<file path="src/design/oaht_pkg.sv">
// ----------------------------------------------------------------------------
// oaht_pkg
// Shared types and constants for the open-addressing hash table.
// ----------------------------------------------------------------------------
package oaht_pkg;

  localparam int SLOTS_DEF      = 256;
  localparam int KEY_BITS_DEF   = 32;
  localparam int VALUE_BITS_DEF = 32;
  localparam int HASH_BITS      = 32;
  localparam int SIZE_BITS      = 9;
  localparam int OUT_VAL_BITS   = 32;
  localparam int COUNT_BITS     = 32;
  localparam logic [SIZE_BITS-1:0] SIZE_RESET = 9'd256;

  typedef enum logic [1:0] {
    OP_LOOKUP = 2'd0,
    OP_SET    = 2'd1,
    OP_REMOVE = 2'd2,
    OP_NONE   = 2'd3
  } op_t;

  localparam logic [1:0] ST_EMPTY = 2'd0;
  localparam logic [1:0] ST_USED  = 2'd1;
  localparam logic [1:0] ST_GONE  = 2'd2;

  typedef struct packed {
    logic [1:0]  operation;
    logic [31:0] key;
    logic [31:0] key_hash;
    logic [31:0] value;
  } in_item_t;

  typedef struct packed {
    logic        hit;
    logic [31:0] read_value;
    logic        set_dropped;
    logic [31:0] collision_count;
  } out_item_t;

  // controller -> datapath
  typedef struct packed {
    logic load;       // capture item, start modulo
    logic mod_step;   // one restoring-division step
    logic probe_rd;   // issue memory read at current index
    logic probe_eval; // evaluate read data, advance index
    logic commit;     // apply write and emit result
  } dp_cmd_t;

  // datapath -> controller
  typedef struct packed {
    logic mod_done;
    logic probe_stop;
  } dp_sts_t;

endpackage

</file>
<file path="src/design/oaht_ctrl.sv">
// ----------------------------------------------------------------------------
// oaht_ctrl
// Sequencer: modulo, probe read/evaluate loop, commit.
// ----------------------------------------------------------------------------
module oaht_ctrl (
  input  logic              clk,
  input  logic              rst_n,
  input  logic              start,
  output logic              busy,
  input  oaht_pkg::dp_sts_t sts,
  output oaht_pkg::dp_cmd_t cmd,
  output logic              done
);

  typedef enum logic [4:0] {
    S_IDLE = 5'b00001,
    S_MOD  = 5'b00010,
    S_RD   = 5'b00100,
    S_EVAL = 5'b01000,
    S_DONE = 5'b10000
  } state_t;

  state_t state_r, state_nxt;

  always_comb begin
    state_nxt = state_r;
    cmd  = '0;
    done = 1'b0;
    case (state_r)
      S_IDLE: if (start) begin
        cmd.load = 1'b1;
        state_nxt = S_MOD;
      end
      S_MOD: begin
        cmd.mod_step = 1'b1;
        if (sts.mod_done) state_nxt = S_RD;
      end
      S_RD: begin
        cmd.probe_rd = 1'b1;
        state_nxt = S_EVAL;
      end
      S_EVAL: begin
        cmd.probe_eval = 1'b1;
        state_nxt = sts.probe_stop ? S_DONE : S_RD;
      end
      S_DONE: begin
        cmd.commit = 1'b1;
        done = 1'b1;
        state_nxt = S_IDLE;
      end
      default: state_nxt = S_IDLE;
    endcase
  end

  assign busy = (state_r != S_IDLE);

  always_ff @(posedge clk) begin
    if (!rst_n) state_r <= S_IDLE;
    else        state_r <= state_nxt;
  end

  a_one_hot: assert property (@(posedge clk) disable iff (!rst_n) $onehot(state_r))
    else $error("state not one-hot");
  a_done_after_eval: assert property (@(posedge clk) disable iff (!rst_n)
    done |-> $past(state_r) == S_EVAL)
    else $error("commit without probe");
  a_start_loads: assert property (@(posedge clk) disable iff (!rst_n)
    (start && !busy) |=> state_r == S_MOD)
    else $error("accepted item not loaded");

endmodule
</file>
<file path="config.mk">
export PLATFORM = sky130hd
export DESIGN_NAME = oaht_ctrl
export DESIGN_NICKNAME = d
export VERILOG_FILES = /design/src/design/oaht_pkg.sv /design/src/design/oaht_ctrl.sv
export SDC_FILE = /design/constraint.sdc
export NUM_CORES = 1
export LEC_CHECK = 0
export CORE_AREA = 4 4 41 43
export CTS_CLUSTER_SIZE = 20
export DETAILED_ROUTE_END_ITERATION = 8
export DIE_AREA = 0 0 45 47
export DONT_BUFFER_PORTS = 1
export GPL_TIMING_DRIVEN = 0
export MAX_ROUTING_LAYER = met4
export PLACE_DENSITY = 0.36
export SYNTH_ARGS = -nofsm -noshare
export SYNTH_HDL_FRONTEND = slang
export SYNTH_SLANG_ARGS = --single-unit
</file>
<file path="constraint.sdc">
create_clock -name clk -period 2.4 [get_ports clk]
set_input_delay 0.24 -clock clk [delete_from_list [all_inputs] [get_ports clk]]
set_output_delay 0.24 -clock clk [all_outputs]
set_load 0.02 [all_outputs]
</file>
# --- Word-level counts from Yosys, hierarchy flattened ---
# Cells that the tools add are included.
word_totals:
  ff_bits: 5
  inputBits: 5
  out_inout_bits: 7
  wordCells: 20
op_classes:
  n_eq_ne: 8
  n_mux: 10
  reduce_logical: 1
op_table:
  columns: ["cell", "n"]
  rows:
  - ["5-bit one-hot mux with 4 select lines", 1]
  - ["5-bit two-way mux", 3]
  - ["1-bit two-way mux", 6]
  - ["5-bit by 1-bit == test with 1-bit output, second input constant", 1]
  - ["5-bit by 2-bit == test with 1-bit output, second input constant", 1]
  - ["5-bit by 3-bit == test with 1-bit output, second input constant", 1]
  - ["5-bit by 4-bit == test with 1-bit output, second input constant", 1]
  - ["5-bit == test, second input constant", 1]
  - ["5-bit by 1-bit != test with 1-bit output, second input constant", 1]
  - ["2-bit != test, second input constant", 2]
  - ["2-bit AND reduction", 1]

# --- Longest topological paths before layout ---
# Gate-level depths: netlist of the first run.
depth:
  ltp_word: 3
  ltp_mapped: 4
  depth_no_buf: 3

# --- Worst setup path before layout of the first run ---
# Ideal clock, no wire load.
synth_path:
  kind: "register to output"
  from: "register state_r[2]"
  to: "output busy"
  arrival_time_ps: 1220
  required_ps: 2160
  path_slack_ps: 940
  path_stages_with_launch: 3
  n_path_buf: 0
  cell_sequence: "dfxtp_1 or4b_4 or2_2"
synth_between:
  elab_chain_len: 1
synth_rtl:
  columns: ["item", "line", "rtl"]
  rows:
  - ["from (decl)", "oaht_ctrl.sv:23", "state_t state_r, state_nxt;"]
  - ["from (signal assigned)", "oaht_ctrl.sv:59", "else state_r <= state_nxt;"]
  - ["5-bit by 1-bit != test with 1-bit output", "oaht_ctrl.sv:55", "assign busy = (state_r != S_IDLE);"]
  - ["to (decl)", "oaht_ctrl.sv:9", "output logic busy,"]
# No other way between the ends.

==> results of run 1 <==
-- synth_stat cells (2+ instances only) --
| master | n |
|---|---|
| dfxtp_1 | 5 |
| nor2_1 | 4 |
| nand2_1 | 2 |
| nand2b_1 | 2 |
-- metrics by stage --
stage | util, % | worst slack, ps | hold slack, ps
finish | 26.5 | 604 | 98.1
CTS | 26.5 | 585 | 92.0
floorplan | - | 940 | 348
detailed placement | 24.5 | 859 | 355
global route | 26.5 | 508 | 82.8
global placement | 24.5 | 867 | 352
-- cell type report --
cell class	count	area, µm²	area share (%)
Multi-Input combinational cell	25	184	53.3
Inverter	1	3.75	1.09
Tap cell	15	18.8	5.43
Buffer	2	12.5	3.62
Clock buffer	4	26.3	7.61
Sequential cell	5	100	29.0
-- per-layer routing --
metal  track usage [%]  wire length, µm  part of all wire [%]  up-vias
met5                 -                0                     0        -
met1              8.39              304                    42      116
li1                  -                -                     -      127
met2              11.6              324                    45       12
met4              10.5               23                   3.2        0
met3              2.30               73                    10        4
-- final timing paths --
| check | cells past startpoint | startpoint | end | slack (ps) |
|---|---|---|---|---|
| max | 2 | state_r[2] | cmd[4] | 600 |
| min | 1 | rst_n | state_r[1] | 100 |
| max reg2reg | 3 | state_r[2] | state_r[4] | 890 |
| min reg2reg | 2 | state_r[2] | state_r[3] | 580 |
-- power by group --
group,switching [mW],internal [mW],total [mW]
registers,0.00227,0.0860,0.0883
logic,0.0173,0.0150,0.0323
clock network,0.0377,0.0631,0.101
-- logic make-up (layout without fill, tap and decap cells) --
kind of cell	after synthesis	in the layout	share of synthesized area (%)
AND/OR/NAND/NOR	20	20	45.8
buffers and inverters	3	7	5.41
flip-flops	5	5	33.3
AO/OA/AOI/OAI	5	5	15.4
-- critical path, delay by kind of cell (launching register included) --
family,cells,cell delay (ps)
flip-flops,1,350
AND/OR/NAND/NOR,2,950
==> results.ini, run 1 <==
[run_status]
outcome=finished clean

[sta]
worstMarginPinSlew_ps=875
hold_violations=0
finalSetupViolCount=0
tns_ps=0
fin_crit_sh_pct=74.8
rsz0062_at_grt=false
slew_headroom_pct=41.2
fin_crit_ps=1800
fmax_mhz=557
skew_ps=8.66
finalMaxSlewViolations=0

[finish]
stdcell_count=52
fin_area_um2=345
largest_register_ffs=5
reg_top3=state_r x5
synthToLayoutAreaGrowth_pct=15.0
final_cell_mix=5 x dfxtp_1, 4 x nor2_1, 3 x clkbuf_4
layout_commonest_cell=dfxtp_1
fin_nets=43
antennaDiodeCount=0
fill_cells=155
top_register=state_r
drive_gt1_share_pct=32.4

[route]
routed_wl_um=726
vias_per_cell=4.98
drtAntennaViolNets=0
routedWlPerCell_um=14.0
drc=0
drtPass1Iterations=4
num_vias=259
drt_iter0_markers=3

[worst_hold_path]
hold_path.class=in2reg

[floorplan]
start_util_pct=23.1
ios=12
die_area_um2=2120
coreArea_um2=1300
fp.dieW_um=45
row_count=13
fp.dieH_um=47

[worst_setup_path]
critPathCaptureType=output port
crit_chain=or4b_4 > nor3b_4
worstSetupPathType=reg2out
cp-start-kind=register
path_max_fanout=7
crit_slowest_cell=or4b_4
worstPathArrival_ps=1560
max_stage_delay_ps=570
cp.required_ps=2160

[place]
io_buffers=0
place_inst=48
placed_area_um2=319
dp_hpwl_um=549
gp_congestion=0.701

[synthesis]
netlist_instances=33
synth_area_um2=300
yosys_warnings=0
synth_nets=38
netlist.area_leader.share_pct=33.3
synthFlopType=dfxtp_1
ys_types=24
synth-seq-cells=5
avgSynthCellArea_um2=9.10
synth_seq_area_share_pct=33.3
synth-async-reset-ratio_pct=0
synth_edf_count=0
synth.area.top_cells=dfxtp_1 33%, nor3b_4 6.3%, nor2_1 5.0%, o2bb2ai_2 5.0%, or4b_4 4.6%
yosysTopAreaCell=dfxtp_1

[global_route]
grt_max_degree=11
globalRouteOverflowTotal=0
antenna_found_initial=0
grt_pass1_wl_mm=1.12
grt_pass1_vias=252
grt_usage_pct=8.31

[cts]
hold_buffers=0
clock_latency_ps=250
post_cts_resized=0
cts_tree=done
cts_buffers=3
post_cts_buffers=0
clkTransAtPathRegs_ps=50
cts_sinks=5
cts_root_buf=clkbuf_4
htreeDepth=1
clockBufferDepth=2

[power_and_ir_drop]
peakVddDrop_v=0.000248
finalPower_mw=0.221
leakagePower_nw=0.134
p_per_area_nw_per_um2=641

[job]
drv_cap=0

(Power assumes the default switching activity.)
==> run 2, diff against run 1 <==
- clock period: 2.4 -> 1.7 ns (I/O delays scaled with it)
==> run 2 against run 1 <==
  * Global-route usage shrank 0.081 points
  * Sequential power grew 42%
  * Critical path type unchanged
  * Largest power group unchanged
  * Die area is the same
  * Largest cell class unchanged
  * Critical path depth is the same
  * Count of clock-buffer cells in the layout is the same
  * Worst hold slack lost 70 ps
==> results.ini, run 2 (synthesis gave the netlist of run 1 again) <==
[run_status]
outcome=finished clean

[worst_hold_path]
min_from=rst_n
hold_path.class=in2reg
hold_end=state_r[1]
whs_path_depth=1

[route]
drc=0
routed_wl_um=736
drt_iter0_markers=2
vias_per_cell=4.94
drtAntennaViolNets=0
num_vias=257
drtPass1Iterations=2
routedWlPerCell_um=14.2

[global_route]
grt_max_degree=11
grt_pass1_wl_mm=1.11
antenna_found_initial=0
grt_pass1_vias=252
grt_usage_pct=8.23
globalRouteOverflowTotal=0

[sta]
finalMaxSlewViolations=0
holdWs_ps=28.0
fmax_mhz=593
rsz0062_at_grt=true
worstMarginPinSlew_ps=551
fin_crit_ps=1690
slew_headroom_pct=63.0
skew_ps=8.85
hold_violations=0
finalSetupViolCount=0
fin_crit_sh_pct=99.2

[place]
gp_congestion=0.701
placed_area_um2=319
io_buffers=0
dp_hpwl_um=549

[finish]
top_register=state_r
reg_top3=state_r x5
largest_register_ffs=5
final_cell_mix=3 x nor2_1, 3 x clkbuf_4, 3 x dfxtp_1
fill_cells=153
drive_gt1_share_pct=43.2
synthToLayoutAreaGrowth_pct=18.8
fin_area_um2=357
antennaDiodeCount=0
fin_nets=43

[power_and_ir_drop]
leakagePower_nw=0.136
finalPower_mw=0.313
p_per_area_nw_per_um2=878
peakVddDrop_v=0.000371

[cts]
clockBufferDepth=2
cts_sinks=5
clock_latency_ps=250
cts_buffers=3
clkTransAtPathRegs_ps=50
cts_root_buf=clkbuf_4
cts_tree=done
htreeDepth=1

[worst_setup_path]
worstReg2RegEnd=state_r[1]
cp-start-kind=register
path_max_fanout=7
reg2reg_from=state_r[2]
worstPathArrival_ps=1520
critPathCaptureType=output port
reg2regPathDepth=3
cp.required_ps=1530
reg2reg_slack_ps=240
worstSetupPathType=reg2out

[floorplan]
die_area_um2=2120
start_util_pct=23.1
coreArea_um2=1300
ios=12
row_count=13
fp.dieH_um=47
fp.dieW_um=45

[job]
drv_cap=0

## run 2: cell types whose count changed in the layout (fill, tap and decap cells not counted)
cell     previous run  this run
nor4_2              0         1
nor2_2              0         1
dfxtp_1             5         3
nor4_1              1         0
dfxtp_2             0         2
nor2_1              4         3
## run 2: final cells by class
cell class	count	area (µm²)	area share, %
inverter	1	3.75	1.05
sequential	5	103	28.8
clock buffer	4	26.3	7.37
multi-input combinational	25	193	54.0
buffer	2	12.5	3.51
tap	15	18.8	5.26
## run 2: how the worst max path moves through the flow
| stage | slack (ps) | end | cells after the start | from |
|---|---|---|---|---|
| 3_5_place_dp | 200 | state_r[1] | 3 | state_r[2] |
| 4_1_cts | -5 | cmd[4] | 2 | state_r[2] |
| 2_1_floorplan | 290 | state_r[4] | 3 | state_r[2] |
| 5_1_grt | -60 | cmd[4] | 2 | state_r[2] |
| 6_report | 10 | cmd[4] | 2 | state_r[2] |
| 3_3_place_gp | 180 | state_r[4] | 3 | state_r[2] |
## run 2: power by group
group          leakage (nW)  switching, mW  total, mW  internal (mW)
combinational        0.0791         0.0249     0.0462         0.0213
clock                0.0150         0.0532      0.142         0.0891
sequential           0.0418        0.00330      0.125          0.121
## run 2: stage by stage
step	cells	util (%)	worst slack, ps	TNS (ps)
2_1_floorplan	33	-	292	0
3_3_place_gp	48	24.5	184	0
3_5_place_dp	48	24.5	196	0
4_1_cts	52	27.2	-4.90	-4.90
5_1_grt	52	27.4	-57.6	-80.5
6_report	52	27.4	13.7	0
## run 2: per-layer routing
layer  global-route usage (%)  wire length (µm)  up-vias
met5                        -                 0        -
li1                         -                 -      128
met2                     11.6               327       10
met4                     10.5                23        0
met3                     2.30                71        4
met1                     8.16               313      115
## run 2: timing repair
action | 4_1_cts | 5_1_grt
endpoints found under the hold margin | 0 | 0
setup endpoints to repair | 3 | 3
hold buffers | 0 | 0
buffers inserted | 0 | 0
pin swaps | 1 | 0
resized for setup | 3 | 1
gates cloned | 0 | 0
## run 2: worst max-delay path: stages, from the launching register on
cell     delay, ps
dfxtp_2        350
or4b_4         560
nor3b_4        370
